### config.mk
export PLATFORM = sky130hd
export DESIGN_NAME = jdz_sqrt
export DESIGN_NICKNAME = d
export VERILOG_FILES = /design/src/design/jdz_pkg.sv /design/src/design/jdz_sqrt.sv
export SDC_FILE = /design/constraint.sdc
export NUM_CORES = 2
export LEC_CHECK = 0
export BUFFER_PORTS_ARGS = -buffer_cell sky130_fd_sc_hd__buf_2
export CAP_MARGIN = 0
export CORE_MARGIN = 3
export CORE_UTILIZATION = 50
export CTS_CLUSTER_DIAMETER = 30
export DETAILED_ROUTE_END_ITERATION = 7
export PLACE_DENSITY = 0.76
export RECOVER_POWER = 50
export SYNTH_ARGS = -nofsm -noshare
export SYNTH_HDL_FRONTEND = slang
export SYNTH_SLANG_ARGS = --single-unit
### constraint.sdc
create_clock -name aclk -period 3.2 [get_ports aclk]
set_input_delay 0.32 -clock aclk [delete_from_list [all_inputs] [get_ports aclk]]
set_output_delay 0.32 -clock aclk [all_outputs]
set_load 0.02 [all_outputs]
### src/design/jdz_pkg.sv
// ----------------------------------------------------------------------------
// jdz_pkg
// Widths, constants, shared types and the output encoder of the
// joystick dead-zone filter.
// ----------------------------------------------------------------------------
package jdz_pkg;

    localparam int AXIS_BITS     = 16;
    localparam int OUT_FRAC_BITS = 15;
    localparam int CFG_W         = 15;
    localparam int CIDX_W        = 2;
    localparam int MAG_W         = AXIS_BITS;
    localparam int SQ_W          = 2 * MAG_W;
    localparam int LEN_FRAC      = 8;
    localparam int RAD_W         = SQ_W + 2 * LEN_FRAC;
    localparam int LEN_W         = RAD_W / 2;
    localparam int REM_W         = LEN_W + 3;
    localparam int Q_W           = OUT_FRAC_BITS + 1;
    localparam int FQ_STEPS      = OUT_FRAC_BITS;
    localparam int PROD_W        = MAG_W + Q_W;
    localparam int NUM_W         = PROD_W + LEN_FRAC;

    localparam logic [Q_W-1:0] Q_ONE = {1'b1, {OUT_FRAC_BITS{1'b0}}};
    localparam logic [Q_W-1:0] Q_MAX = {1'b0, {OUT_FRAC_BITS{1'b1}}};

    localparam logic [CIDX_W-1:0] CFG_DZ_AXIS    = 2'd0;
    localparam logic [CIDX_W-1:0] CFG_DZ_STICK   = 2'd1;
    localparam logic [CIDX_W-1:0] CFG_FULL_SCALE = 2'd2;

    localparam logic [CFG_W-1:0] DZ_AXIS_RST    = 15'd250;
    localparam logic [CFG_W-1:0] DZ_STICK_RST   = 15'd8000;
    localparam logic [CFG_W-1:0] FULL_SCALE_RST = 15'd30000;

    typedef struct packed {
        logic             func;
        logic             neg_x;
        logic             neg_y;
        logic [MAG_W-1:0] mag_x;
        logic [MAG_W-1:0] mag_y;
    } jdz_item_t;

    typedef struct packed {
        jdz_item_t        item;
        logic [LEN_W-1:0] len;
        logic             dead;
        logic             zero;
    } jdz_tag_t;

    // Clamps a magnitude to the largest Q value and applies the sign.
    function automatic logic [Q_W-1:0] jdz_encode(input logic neg, input logic [Q_W-1:0] mag);
        logic [Q_W-1:0] m;
        m = (mag > Q_MAX) ? Q_MAX : mag;
        return neg ? (~m + 1'b1) : m;
    endfunction

endpackage

### src/design/jdz_sqrt.sv
// ----------------------------------------------------------------------------
// jdz_sqrt
// Pipelined restoring square root of the summed squares scaled by 2^16,
// one result bit per stage, giving the length with eight fraction bits.
// ----------------------------------------------------------------------------
module jdz_sqrt (
    input  logic                         aclk,
    input  logic                         aresetn,
    input  logic                         en,
    input  logic                         in_valid,
    input  jdz_pkg::jdz_item_t           in_item,
    input  logic [jdz_pkg::SQ_W-1:0]     in_sum,
    output logic                         out_valid,
    output jdz_pkg::jdz_item_t           out_item,
    output logic [jdz_pkg::LEN_W-1:0]    out_len
);

    localparam int N = jdz_pkg::LEN_W;

    logic [N-1:0]                  valid_reg, valid_next;
    jdz_pkg::jdz_item_t            item_reg [N];
    jdz_pkg::jdz_item_t            item_next [N];
    logic [jdz_pkg::REM_W-1:0]     rem_reg [N];
    logic [jdz_pkg::REM_W-1:0]     rem_next [N];
    logic [jdz_pkg::LEN_W-1:0]     root_reg [N];
    logic [jdz_pkg::LEN_W-1:0]     root_next [N];
    logic [jdz_pkg::RAD_W-1:0]     rad_reg [N];
    logic [jdz_pkg::RAD_W-1:0]     rad_next [N];

    always_comb begin
        logic [jdz_pkg::REM_W-1:0] rem_in;
        logic [jdz_pkg::LEN_W-1:0] root_in;
        logic [jdz_pkg::RAD_W-1:0] rad_in;
        logic [jdz_pkg::REM_W-1:0] t;
        logic [jdz_pkg::REM_W-1:0] trial;
        logic                      ge;
        for (int k = 0; k < N; k++) begin
            if (k == 0) begin
                rem_in        = '0;
                root_in       = '0;
                rad_in        = {in_sum, {(2 * jdz_pkg::LEN_FRAC){1'b0}}};
                item_next[k]  = in_item;
                valid_next[k] = in_valid;
            end else begin
                rem_in        = rem_reg[k-1];
                root_in       = root_reg[k-1];
                rad_in        = rad_reg[k-1];
                item_next[k]  = item_reg[k-1];
                valid_next[k] = valid_reg[k-1];
            end
            t            = {rem_in[jdz_pkg::REM_W-3:0], rad_in[jdz_pkg::RAD_W-1 -: 2]};
            trial        = jdz_pkg::REM_W'({root_in, 2'b01});
            ge           = (t >= trial);
            rem_next[k]  = ge ? (t - trial) : t;
            root_next[k] = {root_in[jdz_pkg::LEN_W-2:0], ge};
            rad_next[k]  = rad_in << 2;
        end
    end

    always_ff @(posedge aclk) begin
        if (!aresetn) begin
            valid_reg <= '0;
        end else if (en) begin
            valid_reg <= valid_next;
        end
    end

    always_ff @(posedge aclk) begin
        if (en) begin
            item_reg <= item_next;
            rem_reg  <= rem_next;
            root_reg <= root_next;
            rad_reg  <= rad_next;
        end
    end

    assign out_valid = valid_reg[N-1];
    assign out_item  = item_reg[N-1];
    assign out_len   = root_reg[N-1];

endmodule

==> impl_metrics.yaml <==
die:
  pin_count: 131
  start_util_pct: 50.7
  dieArea_mm2: 0.164
  coreArea_mm2: 0.157
  die_w_um: 406
  die_y_um: 406
  rows: 145
pwr:
  power.share.clock_pct: 48.3
  internal_power_mw: 61.6
  cellPowerDensity_mw_per_mm2: 814
  switching_power_mw: 18.8
  seqPwrFrac_pct: 40.5
  vdd_drop_max_uv: 601
  leakage_nw: 37.8
  switching_share_pct: 23.4
  pwr-share-comb_pct: 11.2
layout:
  seq_area_mm2: 0.0580
  multiInputGateArea_mm2: 0.0206
  largest_register_ffs: 805
  fillers: 11200
  antennaDiodeCount: 0
  finalNetCount: 6417
  fin_cells: 8395
  drive_gt1_share_pct: 17.7
  final_area_mm2: 0.0988
  synthToLayoutAreaGrowth_pct: 23.8
drt:
  drt_iter0_markers: 2964
  wl_um: 136000
  dr.pass1.iters: 5
  drc: 0
  num_vias: 43900
  vias_per_cell: 5.23
  drtAntennaViolNets: 0
  wl_per_cell_um: 16.2
critical_path:
  cp_max_fo: 6
  reg2reg_depth: 10
  path_common_cell: "or4_4"
  arrival_ns: 3.86
  rrSetupSlack_ns: -0.03
  required_ns: 3.83
  critical_path_class: "reg -> reg"
  worst_r2r_endpoint: "rem_reg[452]$_DFFE_PP_"
  cp.depth: 10
  path_delay_family: "simple AND/OR/NAND/NOR gates"
  slowest_stage: "or4_4"
  path_buf_inv: 1
  end_kind: "flip-flop"
  path_cells: "or4_4 > or3_4 > or4_4 > nor3_4 > nand2b_1 > nor2_2 > nor3b_4 > buf_6 > nor4_1 > xor2_1"
  cp-start-kind: "flip-flop"
  reg2reg_from: "rem_reg[471]$_DFFE_PP_"
  crit_path_max_incr_delay_ns: 0.56
flow_run:
  maxCapViolCount: 1
global_routing:
  overflow: 0
  antenna_found_initial: 2
  groute.usage.overall_pct: 16.4
  grt_pass1_vias: 44500
  grt_max_degree: 182
  grt_pass1_wl_um: 219000
timing:
  tightestPinTransition_ns: 2.05
  clock_skew_ns: 0.0662
  fin_crit_sh_pct: 101
  drv_slew: 51
  max_freq_mhz: 310
  fin_ws_ns: -0.0300
  finalHoldViolCount: 0
  whs_ns: 0.108
  min_period_ns: 3.23
  rsz0062_at_grt: "yes"
  relSlewSlack_pct: -36.8
  setup_viol: 3
cts:
  clk_pin_slew_ns: 0.05
  clock_path_buffers: 4
  root_buffer: "clkbuf_16"
  htreeDepth: 5
  cts_num_sinks: 1940
  numCtsBuffers: 389
  clock_latency_ns: 0.92
  cts_tree: "done"
logic_synthesis:
  synth_nets: 5670
  synth.top_cell.area_share_pct: 72.1
  yosysMostFrequentCell: "edfxtp_1"
  synth_common_cells: "edfxtp_1, inv_1, ha_1"
  ys_types: 83
  synth_edf_count: 1916
  netlist_top_cells_area: "edfxtp_1, ha_1, xnor2_1"
  synth_ff_type: "edfxtp_1"
  synth_area_leader_cell: "edfxtp_1"
  syn_area_mm2: 0.0798
  yosysSeqAreaShare_pct: 72.7
  ys_ff_latch: 1940
  syn_inst: 5282
  yosysWarningCount: 0
  synth.avg_cell_area_um2: 15.1
  synth_async_sr_flop_share_pct: 0
hold_path:
  hold_path.class: "in -> reg"
  min_to: "rad_next[1086]$_DFFE_PP_"
  hp-start: "in_sum[10]"
  hold_depth: 2
place:
  dp_cells: 7599
  place_ws_ns: -0.225
  port_buffers: 130
  place_area_mm2: 0.0846
  gp_congestion: 0.906
  dp_hpwl_um: 84300
outcome:
  status: "complete, but fails checks"
  violations: "max-capacitance violations, max-slew violations, negative setup slack"
-- layout make-up --
class	count	area share, %
multi-input cells	2887	20.8
clock inverters	256	2.78
well taps	2058	2.61
repair buffers	424	3.37
inverters	387	1.48
clock buffers	443	10.3
flip-flops and latches	1940	58.7
-- per-stage QoR --
step           total power [mW]  TNS [ns]  utilization (%)
2_1_floorplan              38.5         0                -
3_3_place_gp               41.2     -1.07             53.7
3_5_place_dp               41.5     -2.10             53.7
4_1_cts                    81.2         0             62.5
5_1_grt                    84.0     -2.24             62.7
6_report                   80.4   -0.0406             62.7
-- how the worst max path moves through the flow --
| stage | start | endpoint | slack [ns] |
|---|---|---|---|
| 3_5_place_dp | rem_reg[81]$_SDFFCE_PP0P_ | rem_reg[78]$_DFFE_PP_ | -0.23 |
| 6_report | rem_reg[471]$_DFFE_PP_ | rem_reg[452]$_DFFE_PP_ | -0.03 |
| 3_3_place_gp | rem_reg[216]$_DFFE_PP_ | rem_reg[211]$_DFFE_PP_ | -0.23 |
| 5_1_grt | rem_reg[471]$_DFFE_PP_ | rem_reg[452]$_DFFE_PP_ | -0.12 |
| 2_1_floorplan | rem_reg[81]$_SDFFCE_PP0P_ | rem_reg[78]$_DFFE_PP_ | 0.02 |
| 4_1_cts | root_next[25]$_DFFE_PP_ | rem_reg[51]$_DFFE_PP_ | 0.0002 |
-- kinds of logic after synthesis --
| logic type | after synthesis | synth area share [%] |
|---|---|---|
| flops | 1940 | 72.7 |
| simple gates | 1184 | 7.47 |
| compound gates | 878 | 6.84 |
| buf+inv | 455 | 2.15 |
| xor+xnor | 418 | 4.59 |
| fa+ha+maj | 317 | 5.04 |
| mux | 89 | 1.21 |
| other cells | 1 | 0.00470 |
-- what timing repair did --
action,4_1_cts,5_1_grt
gates cloned,2,3
resized for setup,19,89
buffers inserted,10,10
hold buffers,72,0
pin swaps,6,26
endpoints found under the setup margin,34,174
endpoints found under the hold margin,150,0
-- worst reg2reg max path: stages, from the launching register on --
cell and delay, ns:
edfxtp_1 0.40, or4_4 0.56, or3_4 0.36, or4_4 0.46
nor3_4 0.17, nand2b_1 0.15, nor2_2 0.13, nor3b_4 0.32
buf_6 0.19, nor4_1 0.07, xor2_1 0.15
-- power by group through the flow --
stage	Combinational (mW)	Sequential [mW]	Clock, mW
floorplan	6.01	32.5	0
global placement	8.29	32.9	0
detailed placement	8.54	33.0	0
CTS	8.81	32.5	39.8
global route	10.0	32.8	41.2
finish	9.01	32.5	38.9
-- cell usage in the layout (no fill, tap or decap), types with 113 or more instances in the layout --
| cell type | n |
|---|---|
| clkbuf_16 | 400 |
| xnor2_1 | 228 |
| buf_4 | 169 |
| ha_1 | 301 |
| xor2_1 | 190 |
| nor2_1 | 302 |
| a21oi_1 | 287 |
| inv_1 | 384 |
| a21o_1 | 113 |
| o21ai_0 | 189 |
| buf_2 | 123 |
| edfxtp_1 | 1916 |
| nand2_1 | 248 |
-- metal layers --
metal  share of wire, %  vias to the layer above  track usage, %
li1                   -                    21400               -
met1                 42                    21000            20.3
met2                 49                     1089            27.4
met3                5.4                      359            3.98
met4                3.5                        0            7.44
met5                  0                        -               0
No activity file was read; power rests on OpenSTA's default activity.
