==> src/design/jdz_pkg.sv <==
// ----------------------------------------------------------------------------
// jdz_pkg
// Widths, constants, shared types and the output encoder of the
// joystick dead-zone filter.
// ----------------------------------------------------------------------------
package jdz_pkg;

    localparam int AXIS_BITS     = 16;
    localparam int OUT_FRAC_BITS = 15;
    localparam int CFG_W         = 15;
    localparam int CIDX_W        = 2;
    localparam int MAG_W         = AXIS_BITS;
    localparam int SQ_W          = 2 * MAG_W;
    localparam int LEN_FRAC      = 8;
    localparam int RAD_W         = SQ_W + 2 * LEN_FRAC;
    localparam int LEN_W         = RAD_W / 2;
    localparam int REM_W         = LEN_W + 3;
    localparam int Q_W           = OUT_FRAC_BITS + 1;
    localparam int FQ_STEPS      = OUT_FRAC_BITS;
    localparam int PROD_W        = MAG_W + Q_W;
    localparam int NUM_W         = PROD_W + LEN_FRAC;

    localparam logic [Q_W-1:0] Q_ONE = {1'b1, {OUT_FRAC_BITS{1'b0}}};
    localparam logic [Q_W-1:0] Q_MAX = {1'b0, {OUT_FRAC_BITS{1'b1}}};

    localparam logic [CIDX_W-1:0] CFG_DZ_AXIS    = 2'd0;
    localparam logic [CIDX_W-1:0] CFG_DZ_STICK   = 2'd1;
    localparam logic [CIDX_W-1:0] CFG_FULL_SCALE = 2'd2;

    localparam logic [CFG_W-1:0] DZ_AXIS_RST    = 15'd250;
    localparam logic [CFG_W-1:0] DZ_STICK_RST   = 15'd8000;
    localparam logic [CFG_W-1:0] FULL_SCALE_RST = 15'd30000;

    typedef struct packed {
        logic             func;
        logic             neg_x;
        logic             neg_y;
        logic [MAG_W-1:0] mag_x;
        logic [MAG_W-1:0] mag_y;
    } jdz_item_t;

    typedef struct packed {
        jdz_item_t        item;
        logic [LEN_W-1:0] len;
        logic             dead;
        logic             zero;
    } jdz_tag_t;

    // Clamps a magnitude to the largest Q value and applies the sign.
    function automatic logic [Q_W-1:0] jdz_encode(input logic neg, input logic [Q_W-1:0] mag);
        logic [Q_W-1:0] m;
        m = (mag > Q_MAX) ? Q_MAX : mag;
        return neg ? (~m + 1'b1) : m;
    endfunction

endpackage

==> src/design/jdz_scale.sv <==
// ----------------------------------------------------------------------------
// jdz_scale
// Applies the axial or radial dead zone and divides the distance past it
// by the live range, one quotient bit per stage, giving the deflection.
// ----------------------------------------------------------------------------
module jdz_scale (
    input  logic                         aclk,
    input  logic                         aresetn,
    input  logic                         en,
    input  logic                         in_valid,
    input  jdz_pkg::jdz_item_t           in_item,
    input  logic [jdz_pkg::LEN_W-1:0]    in_len,
    input  logic [jdz_pkg::CFG_W-1:0]    dz_axis,
    input  logic [jdz_pkg::CFG_W-1:0]    dz_stick,
    input  logic [jdz_pkg::CFG_W-1:0]    full_scale,
    output logic                         out_valid,
    output jdz_pkg::jdz_tag_t            out_tag,
    output logic [jdz_pkg::Q_W-1:0]      out_fq
);

    localparam int N = jdz_pkg::FQ_STEPS;

    logic                                sv_reg, sv_next;
    jdz_pkg::jdz_tag_t                   stag_reg, stag_next;
    logic [jdz_pkg::LEN_W-1:0]           snum_reg, snum_next;
    logic [jdz_pkg::LEN_W-1:0]           sden_reg, sden_next;
    logic                                ssat_reg, ssat_next;

    logic [N-1:0]                        valid_reg, valid_next;
    logic [N-1:0]                        sat_reg, sat_next;
    jdz_pkg::jdz_tag_t                   tag_reg [N];
    jdz_pkg::jdz_tag_t                   tag_next [N];
    logic [jdz_pkg::LEN_W-1:0]           rem_reg [N];
    logic [jdz_pkg::LEN_W-1:0]           rem_next [N];
    logic [jdz_pkg::LEN_W-1:0]           den_reg [N];
    logic [jdz_pkg::LEN_W-1:0]           den_next [N];
    logic [jdz_pkg::OUT_FRAC_BITS-1:0]   q_reg [N];
    logic [jdz_pkg::OUT_FRAC_BITS-1:0]   q_next [N];

    always_comb begin
        logic [jdz_pkg::LEN_W-1:0] mag_w;
        logic [jdz_pkg::LEN_W-1:0] dza_w;
        logic [jdz_pkg::LEN_W-1:0] fs_w;
        logic [jdz_pkg::LEN_W-1:0] dzs8;
        logic                      fs_le;
        mag_w = jdz_pkg::LEN_W'(in_item.mag_x);
        dza_w = jdz_pkg::LEN_W'(dz_axis);
        fs_w  = jdz_pkg::LEN_W'(full_scale);
        dzs8  = jdz_pkg::LEN_W'({dz_stick, {jdz_pkg::LEN_FRAC{1'b0}}});
        stag_next.item = in_item;
        stag_next.len  = in_len;
        if (in_item.func) begin
            stag_next.dead = (in_len < dzs8);
            stag_next.zero = (in_len == '0);
            snum_next      = in_len - dzs8;
            sden_next      = jdz_pkg::LEN_W'({full_scale - dz_stick,
                                              {jdz_pkg::LEN_FRAC{1'b0}}});
            fs_le          = (full_scale <= dz_stick);
        end else begin
            stag_next.dead = (mag_w <= dza_w);
            stag_next.zero = 1'b0;
            snum_next      = mag_w - dza_w;
            sden_next      = fs_w - dza_w;
            fs_le          = (full_scale <= dz_axis);
        end
        ssat_next = fs_le || (snum_next >= sden_next);
        sv_next   = in_valid;
    end

    always_comb begin
        logic [jdz_pkg::LEN_W-1:0]         rem_in;
        logic [jdz_pkg::OUT_FRAC_BITS-1:0] q_in;
        logic [jdz_pkg::LEN_W:0]           t;
        logic                              ge;
        for (int k = 0; k < N; k++) begin
            if (k == 0) begin
                rem_in        = snum_reg;
                q_in          = '0;
                den_next[k]   = sden_reg;
                sat_next[k]   = ssat_reg;
                tag_next[k]   = stag_reg;
                valid_next[k] = sv_reg;
            end else begin
                rem_in        = rem_reg[k-1];
                q_in          = q_reg[k-1];
                den_next[k]   = den_reg[k-1];
                sat_next[k]   = sat_reg[k-1];
                tag_next[k]   = tag_reg[k-1];
                valid_next[k] = valid_reg[k-1];
            end
            t           = {rem_in, 1'b0};
            ge          = (t >= {1'b0, den_next[k]});
            rem_next[k] = ge ? jdz_pkg::LEN_W'(t - {1'b0, den_next[k]})
                             : t[jdz_pkg::LEN_W-1:0];
            q_next[k]   = {q_in[jdz_pkg::OUT_FRAC_BITS-2:0], ge};
        end
    end

    always_ff @(posedge aclk) begin
        if (!aresetn) begin
            sv_reg    <= 1'b0;
            valid_reg <= '0;
        end else if (en) begin
            sv_reg    <= sv_next;
            valid_reg <= valid_next;
        end
    end

    always_ff @(posedge aclk) begin
        if (en) begin
            stag_reg <= stag_next;
            snum_reg <= snum_next;
            sden_reg <= sden_next;
            ssat_reg <= ssat_next;
            sat_reg  <= sat_next;
            tag_reg  <= tag_next;
            rem_reg  <= rem_next;
            den_reg  <= den_next;
            q_reg    <= q_next;
        end
    end

    assign out_valid = valid_reg[N-1];
    assign out_tag   = tag_reg[N-1];
    assign out_fq    = sat_reg[N-1] ? jdz_pkg::Q_ONE : {1'b0, q_reg[N-1]};

endmodule

==> config.mk <==
export PLATFORM = sky130hd
export DESIGN_NAME = jdz_scale
export DESIGN_NICKNAME = d
export VERILOG_FILES = /design/src/design/jdz_pkg.sv /design/src/design/jdz_scale.sv
export SDC_FILE = /design/constraint.sdc
export NUM_CORES = 2
export LEC_CHECK = 0
export BUFFER_PORTS_ARGS = -buffer_cell sky130_fd_sc_hd__buf_2
export CAP_MARGIN = 0
export CORE_ASPECT_RATIO = 1.1
export CORE_MARGIN = 8
export CORE_UTILIZATION = 45
export DETAILED_ROUTE_END_ITERATION = 7
export GPL_ROUTABILITY_DRIVEN = 0
export MAX_ROUTING_LAYER = met4
export SLEW_MARGIN = 40
export SYNTH_ARGS = -nofsm -noshare
export SYNTH_HDL_FRONTEND = slang
export SYNTH_SLANG_ARGS = --single-unit
==> constraint.sdc <==
create_clock -name aclk -period 4.7 [get_ports aclk]
set_clock_uncertainty 0.2 [all_clocks]
set_input_delay 0.235 -clock aclk [delete_from_list [all_inputs] [get_ports aclk]]
set_output_delay 0.235 -clock aclk [all_outputs]
set_load 0.005 [all_outputs]
==> run metrics <==
PortBufs 185; die extent in x 421 um; top-area cell type share of the netlist area 0.677; remaining antenna violation count 0; synthesized area 81300 um2; Avg Cell Area, Syn 14.3 um2; crit path cell chain dlygate4sd3_1 > buf_2 > inv_1 > ha_1 > inv_1 > fa_1 > a21o_1 > a21oi_1 > o21bai_1 > a2111oi_0 > buf_4 > o31ai_1 > a2111o_1 > a31oi_1 > xnor2_1 > a21oi_1 > ha_1 > a21o_1 > a21oi_1 > o2111ai_1; Internal 38.0 mW; clk slew on worst S/H paths 60 ps; Seq cells post-synth 1848; Core Region 179000 um2; first-pass GRT wire length 246 mm; Worst path most repeated cell a21oi_1; crit share post-route 0.898; layout cells sized above 1 0.111; clk_lat worst skew 820 ps; CP Max Fanout 2; die area 194000 um2; leak pwr 36.1 nW; CTS Hold Bufs 141; via count 45383; Sw Pwr 17.1 mW; TritonCTS Buffers 185; max_slew headroom 0.448; fin. max-slew vios 0; Final Hold Fails 0; Crit-path slowest cell dlygate4sd3_1; combinational share of power 0.320; Post-Synthesis Cells 5700; GRT Overall Usage 0.161; setup slack after layout 480 ps; Initial Util 0.453; # Post-CTS Setup Buffers 0; grt total ovfl 0; post-synth cell types 82; area grow syn2layout 14.5%; status finished clean; crit path buf inv count 5; fmax 237 MHz; dominant cell type by area after synthesis edfxtp_1; yosys warns 0; peak supply drop 424 uV; DR DRC count 0; WL/cell 18.0 um; CTS Buffer Depth 3; final wirelength 157 mm; unrepaired setup endpoints after global routing no; max cap viols 0; Clk pwr share 0.262; Net Sw Frac 0.311; largest net degree at the start of global routing 139; Die H 462 um; setup tns final 0 ps; DP HPWL 113 mm; Syn Nets 6269; Setup Slack @ Placement 203 ps; I/O Pins 186; crit path DAT 4580 ps; Seq pwr share 0.418; max incr delay on CP 530 ps; Async S/R FF share, synth 0; family with the most delay on the worst path compound AO/OA/AOI/OAI gates; crit end category flop; critical path class in -> reg; row count 163; vias in the first global route 45675; setup violators final 0; first-pass iteration count of the detailed router 6; Hold Path Class in -> reg; clock sink count 1848; crit start category input pin; Final nets 6752; min Tclk post-route 4220 ps; Initial DRC Count 2924; root buffer cell clkbuf_16; ys flop type edfxtp_1; Post-synth EDFFs 1832; top cells by area, synth edfxtp_1, ha_1, inv_1; max reg flops 854; P per Cell Area 593 nW/um2; worst-margin pin slew 818 ps; Via density 5.20; PostCTS Resize Cnt 0; CTS tree done; initial antenna violation count 9; Worst EP required 5060 ps; Seq/Total Area, Yosys 0.681; H-tree Lvls 4
==> cell type report <==
class,instances,area [um2]
clock inverters,109,1250
repair buffers,389,3100
flip-flops and latches,1848,55300
diodes,2,5.00
inverters,513,1930
fillers,14976,86400
multi-input cells,3246,23600
well taps,2392,2990
clock buffers,227,4830
==> metrics by stage <==
stage / power (mW) / cells / utilization / cell area [um2] / hold WS, ps
global route: 58.3 / 8724 / 0.519 / 93100 / 23.0
global placement: 40.5 / 8246 / 0.477 / 85500 / 200
floorplan: 36.0 / 5700 / - / 81300 / 134
CTS: 55.6 / 8723 / 0.518 / 93000 / 6.64
finish: 55.2 / 8726 / 0.519 / 93100 / 73.2
detailed placement: 40.8 / 8246 / 0.477 / 85500 / 205
==> worst paths after layout <==
| check | startpoint | to | depth (start not counted) | slack [ps] |
|---|---|---|---|---|
| worst max register to register | den_next[217] | rem_reg[225] | 12 | 550 |
| worst min-delay path | in_item[23] | stag_reg[49] | 2 | 70 |
| worst max-delay path | full_scale[0] | ssat_reg | 20 | 480 |
| worst min register to register | q_next[151] | q_next[137] | 0 | 180 |
==> cells in the mapped netlist, types with 13 or more instances <==
| master | count |
|---|---|
| o21bai_1 | 37 |
| mux2i_1 | 31 |
| a21o_1 | 186 |
| edfxtp_1 | 1832 |
| and2_1 | 16 |
| clkbuf_1 | 68 |
| o21ai_0 | 274 |
| nand3b_1 | 16 |
| nand3_1 | 61 |
| o211ai_1 | 26 |
| a211oi_1 | 28 |
| nor3b_1 | 13 |
| a31oi_1 | 40 |
| nand2_1 | 294 |
| xor2_1 | 126 |
| mux2_4 | 17 |
| nor2b_1 | 88 |
| nand2b_1 | 59 |
| nor3_1 | 64 |
| or3_1 | 22 |
| a21boi_0 | 31 |
| fa_1 | 18 |
| nor2_1 | 295 |
| o2111ai_1 | 14 |
| o21a_1 | 76 |
| and3_1 | 37 |
| nor4_1 | 25 |
| o31a_1 | 18 |
| or2_2 | 20 |
| a211o_1 | 15 |
| o31ai_1 | 34 |
| dfxtp_1 | 16 |
| inv_1 | 513 |
| ha_1 | 443 |
| xnor2_1 | 169 |
| a21oi_1 | 341 |
| nand4_1 | 59 |
| mux2_2 | 127 |
==> power groups by stage <==
stage	logic, mW	clock network (mW)	registers [mW]
2_1_floorplan	13.3	0	22.7
3_3_place_gp	17.0	0	23.4
3_5_place_dp	17.4	0	23.4
4_1_cts	17.6	14.9	23.1
5_1_grt	19.6	15.5	23.3
6_report	17.6	14.4	23.1
==> cell families after synthesis <==
logic type	count (synthesis)	share of synthesized area
flops	1848	0.681
compound gates	1213	0.0950
simple gates	1102	0.0662
buf+inv	606	0.0290
fa+ha+maj	461	0.0726
xor+xnor	295	0.0318
mux	175	0.0246
==> worst reg2reg max path, stage by stage (launching register included) <==
cell and delay, ps:
edfxtp_1 430, inv_1 80, ha_1 240, nor2b_1 130
o21ai_0 180, a21boi_0 190, or4_1 530, a31oi_1 410
a21oi_1 280, o21ai_2 370, o21a_1 180, buf_4 310
mux2_2 390
==> layout by cell type (no fill, tap or decap), types with 169 or more instances in the layout <==
cell       synthesis  layout
a21o_1           186     186
a21oi_1          341     338
buf_2             12     184
clkbuf_16          0     186
edfxtp_1        1832    1832
ha_1             443     443
inv_1            513     513
nand2_1          294     294
nor2_1           295     295
o21ai_0          274     273
xnor2_1          169     169
==> layer usage <==
layer / part of all wire / wire length [um] / global-route usage
met1: 0.41 / 63700 / 0.178
met2: 0.51 / 80900 / 0.290
met3: 0.036 / 5650 / 0.0241
met4: 0.044 / 6910 / 0.0727
met5: 0 / 0 / -
No activity file was read; power rests on OpenSTA's default activity.
