<file path="src/design/jdz_pkg.sv">
// ----------------------------------------------------------------------------
// jdz_pkg
// Widths, constants, shared types and the output encoder of the
// joystick dead-zone filter.
// ----------------------------------------------------------------------------
package jdz_pkg;

    localparam int AXIS_BITS     = 16;
    localparam int OUT_FRAC_BITS = 15;
    localparam int CFG_W         = 15;
    localparam int CIDX_W        = 2;
    localparam int MAG_W         = AXIS_BITS;
    localparam int SQ_W          = 2 * MAG_W;
    localparam int LEN_FRAC      = 8;
    localparam int RAD_W         = SQ_W + 2 * LEN_FRAC;
    localparam int LEN_W         = RAD_W / 2;
    localparam int REM_W         = LEN_W + 3;
    localparam int Q_W           = OUT_FRAC_BITS + 1;
    localparam int FQ_STEPS      = OUT_FRAC_BITS;
    localparam int PROD_W        = MAG_W + Q_W;
    localparam int NUM_W         = PROD_W + LEN_FRAC;

    localparam logic [Q_W-1:0] Q_ONE = {1'b1, {OUT_FRAC_BITS{1'b0}}};
    localparam logic [Q_W-1:0] Q_MAX = {1'b0, {OUT_FRAC_BITS{1'b1}}};

    localparam logic [CIDX_W-1:0] CFG_DZ_AXIS    = 2'd0;
    localparam logic [CIDX_W-1:0] CFG_DZ_STICK   = 2'd1;
    localparam logic [CIDX_W-1:0] CFG_FULL_SCALE = 2'd2;

    localparam logic [CFG_W-1:0] DZ_AXIS_RST    = 15'd250;
    localparam logic [CFG_W-1:0] DZ_STICK_RST   = 15'd8000;
    localparam logic [CFG_W-1:0] FULL_SCALE_RST = 15'd30000;

    typedef struct packed {
        logic             func;
        logic             neg_x;
        logic             neg_y;
        logic [MAG_W-1:0] mag_x;
        logic [MAG_W-1:0] mag_y;
    } jdz_item_t;

    typedef struct packed {
        jdz_item_t        item;
        logic [LEN_W-1:0] len;
        logic             dead;
        logic             zero;
    } jdz_tag_t;

    // Clamps a magnitude to the largest Q value and applies the sign.
    function automatic logic [Q_W-1:0] jdz_encode(input logic neg, input logic [Q_W-1:0] mag);
        logic [Q_W-1:0] m;
        m = (mag > Q_MAX) ? Q_MAX : mag;
        return neg ? (~m + 1'b1) : m;
    endfunction

endpackage

</file>
<file path="src/design/jdz_front.sv">
// ----------------------------------------------------------------------------
// jdz_front
// Splits the raw readings into sign and magnitude, squares the
// magnitudes and sums the squares over two register stages.
// ----------------------------------------------------------------------------
module jdz_front (
    input  logic                            aclk,
    input  logic                            aresetn,
    input  logic                            en,
    input  logic                            in_valid,
    input  logic                            in_func,
    input  logic [jdz_pkg::AXIS_BITS-1:0]   in_x,
    input  logic [jdz_pkg::AXIS_BITS-1:0]   in_y,
    output logic                            out_valid,
    output jdz_pkg::jdz_item_t              out_item,
    output logic [jdz_pkg::SQ_W-1:0]        out_sum
);

    logic                        v1_reg, v1_next;
    logic                        v2_reg, v2_next;
    jdz_pkg::jdz_item_t          item1_reg, item1_next;
    jdz_pkg::jdz_item_t          item2_reg, item2_next;
    logic [jdz_pkg::SQ_W-1:0]    sqx_reg, sqx_next;
    logic [jdz_pkg::SQ_W-1:0]    sqy_reg, sqy_next;
    logic [jdz_pkg::SQ_W-1:0]    sum_reg, sum_next;

    always_comb begin
        item1_next.func  = in_func;
        item1_next.neg_x = in_x[jdz_pkg::AXIS_BITS-1];
        item1_next.neg_y = in_y[jdz_pkg::AXIS_BITS-1];
        item1_next.mag_x = in_x[jdz_pkg::AXIS_BITS-1] ? (~in_x + 1'b1) : in_x;
        item1_next.mag_y = in_y[jdz_pkg::AXIS_BITS-1] ? (~in_y + 1'b1) : in_y;
        sqx_next = jdz_pkg::SQ_W'(item1_next.mag_x) * jdz_pkg::SQ_W'(item1_next.mag_x);
        sqy_next = jdz_pkg::SQ_W'(item1_next.mag_y) * jdz_pkg::SQ_W'(item1_next.mag_y);
        v1_next    = in_valid;
        v2_next    = v1_reg;
        item2_next = item1_reg;
        sum_next   = sqx_reg + sqy_reg;
    end

    always_ff @(posedge aclk) begin
        if (!aresetn) begin
            v1_reg <= 1'b0;
            v2_reg <= 1'b0;
        end else if (en) begin
            v1_reg <= v1_next;
            v2_reg <= v2_next;
        end
    end

    always_ff @(posedge aclk) begin
        if (en) begin
            item1_reg <= item1_next;
            sqx_reg   <= sqx_next;
            sqy_reg   <= sqy_next;
            item2_reg <= item2_next;
            sum_reg   <= sum_next;
        end
    end

    assign out_valid = v2_reg;
    assign out_item  = item2_reg;
    assign out_sum   = sum_reg;

endmodule

</file>
<file path="config.mk">
export PLATFORM = sky130hd
export DESIGN_NAME = jdz_front
export DESIGN_NICKNAME = d
export VERILOG_FILES = /design/src/design/jdz_pkg.sv /design/src/design/jdz_front.sv
export SDC_FILE = /design/constraint.sdc
export NUM_CORES = 1
export LEC_CHECK = 0
export BUFFER_PORTS_ARGS = -buffer_cell sky130_fd_sc_hd__buf_2
export CELL_PAD_IN_SITES_DETAIL_PLACEMENT = 0
export CELL_PAD_IN_SITES_GLOBAL_PLACEMENT = 2
export CORE_MARGIN = 2
export CORE_UTILIZATION = 45
export CTS_BUF_LIST = sky130_fd_sc_hd__clkbuf_2
export DETAILED_ROUTE_END_ITERATION = 10
export PLACE_DENSITY = 0.92
export SYNTH_ARGS = -nofsm -noshare
export SYNTH_HDL_FRONTEND = slang
export SYNTH_SLANG_ARGS = --single-unit
</file>
<file path="constraint.sdc">
create_clock -name aclk -period 14.89 [get_ports aclk]
set_input_delay 2.2335 -clock aclk [delete_from_list [all_inputs] [get_ports aclk]]
set_output_delay 2.2335 -clock aclk [all_outputs]
set_load 0.02 [all_outputs]
</file>
==> results of run 1 <==
worst register-to-register path, stage by stage, from the launching register on:
cell and delay (ns):
sky130_fd_sc_hd__edfxtp_1 0.48, sky130_fd_sc_hd__ha_1 0.36, sky130_fd_sc_hd__o21ai_0 0.16, sky130_fd_sc_hd__o21ai_0 0.35
sky130_fd_sc_hd__a31oi_1 0.23, sky130_fd_sc_hd__o21ai_0 0.33, sky130_fd_sc_hd__a21oi_1 0.20, sky130_fd_sc_hd__o311ai_0 0.60
sky130_fd_sc_hd__a21oi_1 0.19, sky130_fd_sc_hd__xnor2_1 0.16
cell families (layout without fill, tap and decap cells):
group / Yosys count / in the layout / synth area share (%)
other cells: 2 / 23 / 0.0357
xor+xnor: 114 / 114 / 4.85
simple gates: 444 / 444 / 9.27
buf+inv: 529 / 646 / 9.49
compound gates: 273 / 273 / 8.39
flops: 164 / 164 / 23.3
fa+ha+maj: 554 / 554 / 44.5
mux: 3 / 3 / 0.143
layout make-up:
class	instances	area (um2)
Antenna cell	1	2.50
Clock buffer	17	85.1
Clock inverter	15	191
Fill cell	4281	23700
Inverter	489	1840
Multi-Input combinational cell	1410	14200
Sequential cell	164	4900
Tap cell	607	759
Timing Repair Buffer	125	684
worst paths after layout:
check                 to  slack, ns          from  cells after the start
max          sqy_reg[30]       4.89       in_y[0]                     27
min reg2reg  out_item[9]       0.42  item1_reg[9]                      0
max reg2reg  out_sum[30]      11.63    sqx_reg[4]                      9
min          out_item[9]       0.42  item1_reg[9]                      0
stage by stage:
step | setup slack, ns | hold slack (ns)
after CTS | 5.01 | 0.429
after floorplan | 5.66 | 0.400
after global placement | 4.09 | 0.401
final | 4.89 | 0.422
after detailed placement | 3.89 | 0.405
after global routing | 4.49 | 0.440
synthesized netlist by cell type (3+ instances only):
master                       n  area [um2]
sky130_fd_sc_hd__or2_2       3        18.8
sky130_fd_sc_hd__edfxtp_1  162        4860
sky130_fd_sc_hd__o41ai_1     3        26.3
sky130_fd_sc_hd__nor2_1    164         616
sky130_fd_sc_hd__clkbuf_1   33         124
sky130_fd_sc_hd__buf_2       5        25.0
sky130_fd_sc_hd__o21ba_2     3        30.0
sky130_fd_sc_hd__a221oi_1    3        26.3
sky130_fd_sc_hd__nand2_1   175         657
sky130_fd_sc_hd__a31oi_1     8        50.1
sky130_fd_sc_hd__mux2i_1     3        30.0
sky130_fd_sc_hd__or3_1       4        25.0
sky130_fd_sc_hd__fa_1      326        6530
sky130_fd_sc_hd__a21oi_1    89         445
sky130_fd_sc_hd__o31ai_1    11        82.6
sky130_fd_sc_hd__xnor2_1    67         587
sky130_fd_sc_hd__o211ai_1    3        22.5
sky130_fd_sc_hd__nor3_1     17        85.1
sky130_fd_sc_hd__clkinv_1   13        48.8
sky130_fd_sc_hd__nand4_1    12        75.1
sky130_fd_sc_hd__o21ai_0    56         280
sky130_fd_sc_hd__o21a_1     17         128
sky130_fd_sc_hd__a211oi_1   11        82.6
sky130_fd_sc_hd__o21ai_1     3        15.0
sky130_fd_sc_hd__xor2_2      3        48.8
sky130_fd_sc_hd__and2_1     10        62.6
sky130_fd_sc_hd__a21o_1     30         225
sky130_fd_sc_hd__nor2b_1    14        87.6
sky130_fd_sc_hd__nand3_1    17        85.1
sky130_fd_sc_hd__inv_1     470        1760
sky130_fd_sc_hd__and3_1      4        25.0
sky130_fd_sc_hd__inv_2       6        22.5
sky130_fd_sc_hd__nand2b_1   11        68.8
sky130_fd_sc_hd__xor2_1     44         385
sky130_fd_sc_hd__ha_1      228        2850
sky130_fd_sc_hd__o21bai_1    5        37.5
layout by cell type, fill, tap and decap left out, drive strengths merged, types with 12 or more instances in the layout:
cell type	count
inv	485
fa	326
ha	228
nand2	175
nor2	165
edfxtp	162
buf	125
a21oi	89
xnor2	67
o21ai	60
xor2	47
a21o	30
conb	22
clkinv	19
nand3	17
nor3	17
o21a	17
clkbuf	17
o31ai	15
nor2b	14
a211oi	13
nand4	12
routing by layer:
metal,wire [um],vias to the layer above,global-route usage (%)
met5,0,-,0
met4,745,0,5.26
met3,2130,43,2.80
met2,22900,280,35.0
met1,19600,7317,26.4
li1,-,6862,-
==> impl_results.md, run 1 <==
* Number of global-route vias before repair at 15323
* Global-route wire length before repair at 75900 um
* Number of buffers inserted by post-CTS setup repair at 0
* Detail Route Antenna Nets at 0
* Post-synth top flop: sky130_fd_sc_hd__edfxtp_1
* Crit share post-route at 67.2%
* Router iterations before antenna repair at 5
* CTS Buf Count at 17
* Fin nets at 2798
* Placed cell area at 22400 um2
* Clock tree from TritonCTS: built
* Hold Fails Final Rpt at 0
* Number of vias per cell after detailed routing at 5.13
* Remaining global-route overflow at 0
* # placed instances at 2795
* Quantity of gates resized following cts at 0
* Total Neg Setup Slack at 0 ns
* Detailed-route wire length at 45400 um
* Crit Path Max Fanout at 17
* Number of levels in the clock H-tree at 4
* Final number of setup-violating endpoints at 0
* Number of sinks on the clock net at 164
* Routability-driven placement congestion ratio at 0.855
* Pin count of the biggest net entering global routing at 89
* Flop and latch count out of synthesis at 164
* Top Family by Delay on Critical Path: adder cells
* DIE WIDTH at 220 um
* Category of the critical setup timing path: in2reg
* Bufs and invs on worst path at 8
* Routed WL per cell at 16.1 um
* Required time of the critical path at 15.63 ns
* Delay of the slowest critical-path stage at 0.75 ns
* CP max-delay cell: sky130_fd_sc_hd__xor2_1
* Clock slew at the register clock pins of the worst setup and hold paths at 0.33 ns
* Distinct cell type count after synthesis at 70
* Element type at the critical path start: input port
* Final Non-Filler Cells at 2828
* Crit path DAT at 10.74 ns
* Netlist Area Pre-Place at 21100 um2
* Maximum clock rate at 100 MHz
* Status: finished clean
* Count of port buffers added during placement at 104
* Crit end category: register
* Ratio of cells with drive above 1 in the final layout at 8.38%
* Initial antenna violation count at 2
* Number of top-level pins at 105
* Share of synthesized area occupied by flip-flops and latches at 23.3%
* Cell seen most often among critical-path stages: sky130_fd_sc_hd__fa_1
* Normalized max-slew margin at 27.6%
* Row cnt at 79
* Die span in y at 220 um
* Global-route usage over all layers at 20.1%
* Buffer type at the clock tree root: sky130_fd_sc_hd__clkbuf_2
* Synth Instances at 2083
* Largest buffer count on any clock path at 2
* Core region area at 46400 um2
* Starting utilization of the core area at 45.4%
* Clk_skew at 0.0379 ns
* Number of remaining DRC errors at 0
* Async set-reset flop share out of synthesis at 0%
* Syn_area_per_cell at 10.1 um2
* Post-CTS Hold Buffers at 0
* Via total after detailed routing at 14502
* Number of violations of the max-capacitance limit at 0
* Warnings, synthesis at 0
* Layout area overhead at 7.76%
* Number of enable-type register cells in the synthesized netlist at 162
* Detailed router's first-iteration violation count at 873
* Sum of net half-perimeters after detailed placement at 37400 um
* Setup repair after global routing missed its margin: no
* Worst hold path type: reg2reg
* Clock network latency to the later pin of the worst-skew pair at 0.92 ns
* Minimum clock period at 10.00 ns
* Full die area at 48600 um2
* Finished Cell Area at 22700 um2
* Actual transition at the worst max-transition pin at 1.08 ns
* Utilization after layout at 49.0%
* Max-slew violation total from the final report at 0
Power of run 1 is not shown: default switching activity piles up to over one toggle a cycle in this logic, so the estimate is an artifact.
==> inputs of run 2 (changes only) <==
--- a/config.mk
+++ b/config.mk
@@ -5,14 +5,15 @@
 export SDC_FILE = /design/constraint.sdc
 export NUM_CORES = 1
 export LEC_CHECK = 0
+export ABC_AREA = 1
 export BUFFER_PORTS_ARGS = -buffer_cell sky130_fd_sc_hd__buf_2
 export CELL_PAD_IN_SITES_DETAIL_PLACEMENT = 0
 export CELL_PAD_IN_SITES_GLOBAL_PLACEMENT = 2
 export CORE_MARGIN = 2
-export CORE_UTILIZATION = 45
+export CORE_UTILIZATION = 36
 export CTS_BUF_LIST = sky130_fd_sc_hd__clkbuf_2
 export DETAILED_ROUTE_END_ITERATION = 10
-export PLACE_DENSITY = 0.92
+export PLACE_DENSITY = 0.84
 export SYNTH_ARGS = -nofsm -noshare
 export SYNTH_HDL_FRONTEND = slang
 export SYNTH_SLANG_ARGS = --single-unit
==> constraint.sdc (replaced) <==
create_clock -name aclk -period 8.7 [get_ports aclk]
set_input_delay 1.305 -clock aclk [delete_from_list [all_inputs] [get_ports aclk]]
set_output_delay 1.305 -clock aclk [all_outputs]
set_load 0.02 [all_outputs]
==> impl_results.md, run 2 <==
* Routed wl met2 at 29500 um
* Normalized max-slew margin at 43.0%
* Router iterations before antenna repair at 5
* Portion of synthesized cell area occupied by the leading cell type at 27.7%
* Crit end category: register
* Status: finished clean
* Maximum clock rate at 146 MHz
* CTS Buf Count at 17
* Number of buffers inserted by post-CTS setup repair at 0
* Flop2flop setup slack at 6.48 ns
* WL met3 at 1760 um
* Cell seen most often among critical-path stages: sky130_fd_sc_hd__inv_1
* Number of sinks on the clock net at 164
* CP max-delay cell: sky130_fd_sc_hd__fa_1
* Syn_area_per_cell at 8.13 um2
* Minimum clock period at 6.83 ns
* Synth Instances at 2901
* Core region area at 64600 um2
* Routed WL per cell at 15.6 um
* Detailed router's first-iteration violation count at 869
* Hold Fails Final Rpt at 0
* Category of the critical setup timing path: in2reg
* Most frequent cell after synthesis: sky130_fd_sc_hd__nand2_1
* Global-route wire length before repair at 101000 um
* Distinct cell type count after synthesis at 42
* Starting utilization of the core area at 36.5%
* Startpoint of the most critical register-to-register path: sqy_reg[26]
* Detailed-route wire length at 61100 um
* Top sig layer: met4
* Buffer type at the clock tree root: sky130_fd_sc_hd__clkbuf_2
* Top post-synthesis cells by area: sky130_fd_sc_hd__fa_1 28%, sky130_fd_sc_hd__edfxtp_1 21%, sky130_fd_sc_hd__ha_1 12%, sky130_fd_sc_hd__nand2_1 12%, sky130_fd_sc_hd__inv_1 12%
* Number of violations of the max-capacitance limit at 0
* Fin nets at 3628
* Post-CTS Hold Buffers at 0
* Total Neg Setup Slack at 0 ns
* Async set-reset flop share out of synthesis at 0%
* Number of remaining DRC errors at 0
* Max-slew violation total from the final report at 0
* Actual transition at the worst max-transition pin at 0.855 ns
* Clk_skew at 0.0738 ns
* Row cnt at 93
* Initial antenna violation count at 2
* Length of routed wiring on met1 at 28400 um
* Layout area overhead at 8.01%
* Warnings, synthesis at 0
* Number of enable-type register cells in the synthesized netlist at 162
* Crit path DAT at 7.68 ns
* Bufs and invs on worst path at 8
* Top Family by Delay on Critical Path: adder cells
* Number of global-route vias before repair at 19420
* Pre-CTS setup slack at 0.815 ns
* Count of port buffers added during placement at 104
* Setup repair after global routing missed its margin: no
* Largest buffer count on any clock path at 2
* Routability-driven placement congestion ratio at 0.905
* Element type at the critical path start: input port
* Worst setup slack after layout at 1.87 ns
* Clock network latency to the later pin of the worst-skew pair at 1.09 ns
* Ratio of cells with drive above 1 in the final layout at 6.82%
* Crit Path Max Fanout at 11
* Crit share post-route at 78.5%
* Quantity of gates resized following cts at 0
* Top cells by count, synth: 749 x sky130_fd_sc_hd__nand2_1, 748 x sky130_fd_sc_hd__inv_1, 326 x sky130_fd_sc_hd__fa_1
* Minimum hold slack at 0.386 ns
* Cell taking the most area after synthesis: sky130_fd_sc_hd__fa_1
* Post-synth top flop: sky130_fd_sc_hd__edfxtp_1
* Detail Route Antenna Nets at 0
* Clock tree from TritonCTS: built
* Number of vias per cell after detailed routing at 4.62
* Global-route usage over all layers at 19.1%
* Utilization after layout at 39.5%
* Most common cell after layout, fill and taps aside: sky130_fd_sc_hd__nand2_1
* Number of levels in the clock H-tree at 4
* Clock slew at the register clock pins of the worst setup and hold paths at 0.29 ns
* Commonest cells after routing, fill and taps aside: 749 x sky130_fd_sc_hd__nand2_1, 748 x sky130_fd_sc_hd__inv_1, 326 x sky130_fd_sc_hd__fa_1
* Worst setup startpoint: in_x[3]
* Start point of the worst min-delay path: in_func
* DIE WIDTH at 260 um
* Netlist Area Pre-Place at 23600 um2
* Final number of setup-violating endpoints at 0
* Sum of net half-perimeters after detailed placement at 52300 um
* Number of top-level pins at 105
* Delay of the slowest critical-path stage at 0.61 ns
* Flop and latch count out of synthesis at 164
* Share of synthesized area occupied by flip-flops and latches at 20.8%
* Remaining global-route overflow at 0
* Required time of the critical path at 9.55 ns
* Pin count of the biggest net entering global routing at 65
* Die span in y at 260 um
* Worst hold path type: in2reg
* Full die area at 67600 um2
* Via total after detailed routing at 18048
## run 2: changes by cell type in the layout (fill, tap and decap cells not counted), moves of 21 or more
cell / previous run / this run
sky130_fd_sc_hd__xnor2_1: 67 / 4
sky130_fd_sc_hd__nand2_1: 175 / 749
sky130_fd_sc_hd__a21o_1: 30 / 9
sky130_fd_sc_hd__o21ai_0: 56 / 25
sky130_fd_sc_hd__nor2_1: 164 / 234
sky130_fd_sc_hd__nand3_1: 17 / 120
sky130_fd_sc_hd__inv_1: 470 / 748
sky130_fd_sc_hd__a21oi_1: 89 / 62
## run 2: per-layer routing
| layer | vias up | track usage, % |
|---|---|---|
| met5 | - | 0 |
| met4 | 0 | 5.59 |
| met3 | 69 | 2.32 |
| met2 | 270 | 32.5 |
| met1 | 8730 | 25.5 |
| li1 | 8979 | - |
## run 2: worst register-to-register path: cells and delay by family, from the launching register on
kind,cells,cell delay [ns]
and+or+nand+nor,7,1.07
adders and majority gates,1,0.46
DFF,1,0.51
## run 2: worst paths after layout
check | end | depth (start not counted)
min reg2reg | out_item[23] | 0
max | sqx_reg[31] | 27
max reg2reg | out_sum[30] | 8
min | item1_reg[34] | 1
## run 2: kinds of logic (layout without fill, tap and decap cells)
| group | count (synthesis) | after routing | synth area share, % |
|---|---|---|---|
| AOI/OAI and AO/OA | 123 | 123 | 3.04 |
| xor gates and xnor gates | 58 | 58 | 2.26 |
| adders and majority gates | 554 | 554 | 39.8 |
| buffers and inverters | 794 | 923 | 13.1 |
| DFF | 164 | 164 | 20.8 |
| other | 2 | 25 | 0.0318 |
| and+or+nand+nor | 1206 | 1206 | 21.1 |
## run 2: final cells by class
class                      instances  area, um2
fill                            6681      39100
multi-input combinational       1963      15700
sequential                       164       4900
inverter                         761       2860
tap                              855       1070
timing repair buffer             130        722
clock inverter                    14        148
clock buffer                      18       90.1
antenna                            3       7.51
## run 2: per-stage QoR
step	instance area [um2]	cells
after floorplan	23700	2921
after global placement	25200	3873
after detailed placement	25200	3873
after CTS	25500	3905
after global routing	25500	3908
final	25500	3908
Power of run 2 is left out for the same reason.
==> inputs of run 3 (changes only) <==
--- a/config.mk
+++ b/config.mk
@@ -5,15 +5,15 @@
 export SDC_FILE = /design/constraint.sdc
 export NUM_CORES = 1
 export LEC_CHECK = 0
-export ABC_AREA = 1
+export ABC_AREA = 0
 export BUFFER_PORTS_ARGS = -buffer_cell sky130_fd_sc_hd__buf_2
 export CELL_PAD_IN_SITES_DETAIL_PLACEMENT = 0
 export CELL_PAD_IN_SITES_GLOBAL_PLACEMENT = 2
 export CORE_MARGIN = 2
-export CORE_UTILIZATION = 36
+export CORE_UTILIZATION = 39
 export CTS_BUF_LIST = sky130_fd_sc_hd__clkbuf_2
 export DETAILED_ROUTE_END_ITERATION = 10
-export PLACE_DENSITY = 0.84
+export PLACE_DENSITY = 0.85
 export SYNTH_ARGS = -nofsm -noshare
 export SYNTH_HDL_FRONTEND = slang
 export SYNTH_SLANG_ARGS = --single-unit
==> constraint.sdc (replaced) <==
create_clock -name aclk -period 6.2 [get_ports aclk]
set_input_delay 0.93 -clock aclk [delete_from_list [all_inputs] [get_ports aclk]]
set_output_delay 0.93 -clock aclk [all_outputs]
set_load 0.02 [all_outputs]
==> impl_results.md, run 3 (synthesis gave the netlist of run 1 again) <==
* Final Non-Filler Cells at 3350
* Setup repair after global routing missed its margin: yes
* Router iterations before antenna repair at 5
* Routability-driven placement congestion ratio at 0.870
* Startpoint of the most critical register-to-register path: sqx_reg[21]
* Crit Path Max Fanout at 3
* Layout area overhead at 31.0%
* Clock network latency to the later pin of the worst-skew pair at 1.00 ns
* Clock tree from TritonCTS: built
* Crit end category: register
* Max-slew violation total from the final report at 0
* Detailed router's first-iteration violation count at 731
* Number of top-level pins at 105
* Fin nets at 3231
* Top Family by Delay on Critical Path: adder cells
* Start point of the worst min-delay path: aresetn
* Clock slew at the register clock pins of the worst setup and hold paths at 0.24 ns
* Worst hold path type: in2reg
* Worst setup slack after layout at -0.474 ns
* Normalized max-slew margin at 48.8%
* Element type at the critical path start: input port
* Routed WL per cell at 14.8 um
* Die span in y at 236 um
* Worst setup startpoint: in_y[3]
* Hold Fails Final Rpt at 0
* Cell seen most often among critical-path stages: sky130_fd_sc_hd__fa_1
* Status: finished with violations
* Actual transition at the worst max-transition pin at 0.768 ns
* DIE WIDTH at 236 um
* Detail Route Antenna Nets at 0
* Maximum clock rate at 150 MHz
* CTS Buf Count at 17
* Ratio of cells with drive above 1 in the final layout at 32.3%
* Largest buffer count on any clock path at 2
* Buffer type at the clock tree root: sky130_fd_sc_hd__clkbuf_2
* Number of remaining DRC errors at 0
* Commonest cells after routing, fill and taps aside: 435 x sky130_fd_sc_hd__inv_1, 421 x sky130_fd_sc_hd__buf_4, 307 x sky130_fd_sc_hd__fa_1
* # placed instances at 3257
* Detailed-route wire length at 49500 um
* Number of levels in the clock H-tree at 4
* Category of the critical setup timing path: in2reg
* Most common cell after layout, fill and taps aside: sky130_fd_sc_hd__inv_1
* Delay of the slowest critical-path stage at 0.52 ns
* Initial antenna violation count at 1
* Number of violations of the max-capacitance limit at 0
* Failing checks: setup timing
* Remaining global-route overflow at 0
* Row cnt at 85
* Pin count of the biggest net entering global routing at 63
* Number of sinks on the clock net at 164
* CP max-delay cell: sky130_fd_sc_hd__fa_1
* Via total after detailed routing at 16110
* Crit path DAT at 7.44 ns
* Core region area at 53600 um2
* Number of global-route vias before repair at 17240
* Global-route usage over all layers at 18.6%
* Count of port buffers added during placement at 104
* Pre-CTS setup slack at -1.67 ns
* Clk_skew at 0.0352 ns
* Starting utilization of the core area at 39.3%
* Crit share post-route at 108%
* Required time of the critical path at 6.96 ns
* Number of vias per cell after detailed routing at 4.81
* Final number of setup-violating endpoints at 27
* Sum of net half-perimeters after detailed placement at 40900 um
* Minimum clock period at 6.67 ns
* Full die area at 55900 um2
* Global-route wire length before repair at 82800 um
* Bufs and invs on worst path at 8
## run 3: cell types whose count changed in the layout (fill, tap and decap cells not counted), moves of 28 or more
cell,before,now
sky130_fd_sc_hd__xnor2_1,4,62
sky130_fd_sc_hd__inv_1,748,435
sky130_fd_sc_hd__nand3_1,120,16
sky130_fd_sc_hd__buf_4,26,421
sky130_fd_sc_hd__nor2_1,234,139
sky130_fd_sc_hd__inv_2,10,38
sky130_fd_sc_hd__buf_6,1,34
sky130_fd_sc_hd__nand2_1,749,138
## run 3: per-layer routing
| layer | wire (um) | share of wire (%) | GRT usage, % | vias to the layer above |
|---|---|---|---|---|
| met5 | 0 | 0 | 0 | - |
| met3 | 1680 | 3.4 | 2.33 | 37 |
| li1 | - | - | - | 7714 |
| met1 | 22300 | 45 | 25.0 | 8127 |
| met2 | 24900 | 50 | 31.8 | 232 |
| met4 | 638 | 1.3 | 5.02 | 0 |
## run 3: final timing paths
| kind | end | cells after the start | slack [ns] |
|---|---|---|---|
| worst min register to register | out_item[2] | 0 | 0.45 |
| worst max register to register | out_sum[28] | 8 | 2.94 |
| worst max-delay path | sqy_reg[26] | 29 | -0.47 |
| worst min-delay path | out_valid | 2 | 0.16 |
## run 3: what timing repair did
| action | in CTS | in global routing |
|---|---|---|
| setup buffers | 38 | 25 |
| endpoints found under the setup margin | 25 | 32 |
| hold endpoints to repair | 1 | 0 |
| hold buffers | 1 | 0 |
| pin swaps | 76 | 84 |
| resized for setup | 102 | 118 |
## run 3: through the flow
step | instance area [um2] | hold slack (ns) | setup TNS (ns) | util (%)
CTS | 27000 | 0.00666 | -1.28 | 50.3
global placement | 26000 | 0.401 | -47.08 | 48.5
global route | 27600 | 0.0436 | -9.24 | 51.5
detailed placement | 26000 | 0.406 | -51.14 | 48.5
finish | 27600 | 0.163 | -6.47 | 51.5
floorplan | 21800 | 0.400 | -27.34 | -
## run 3: area by class of cell
class                           instances  area (um2)
Fill cell                            4937       26000
Multi-Input combinational cell       1410       15600
Sequential cell                       164        4900
Timing Repair Buffer                  558        4090
Inverter                              489        1870
Tap cell                              696         871
Clock inverter                         14         168
Clock buffer                           18        90.1
Antenna cell                            1        2.50
Power of run 3 is left out for the same reason.
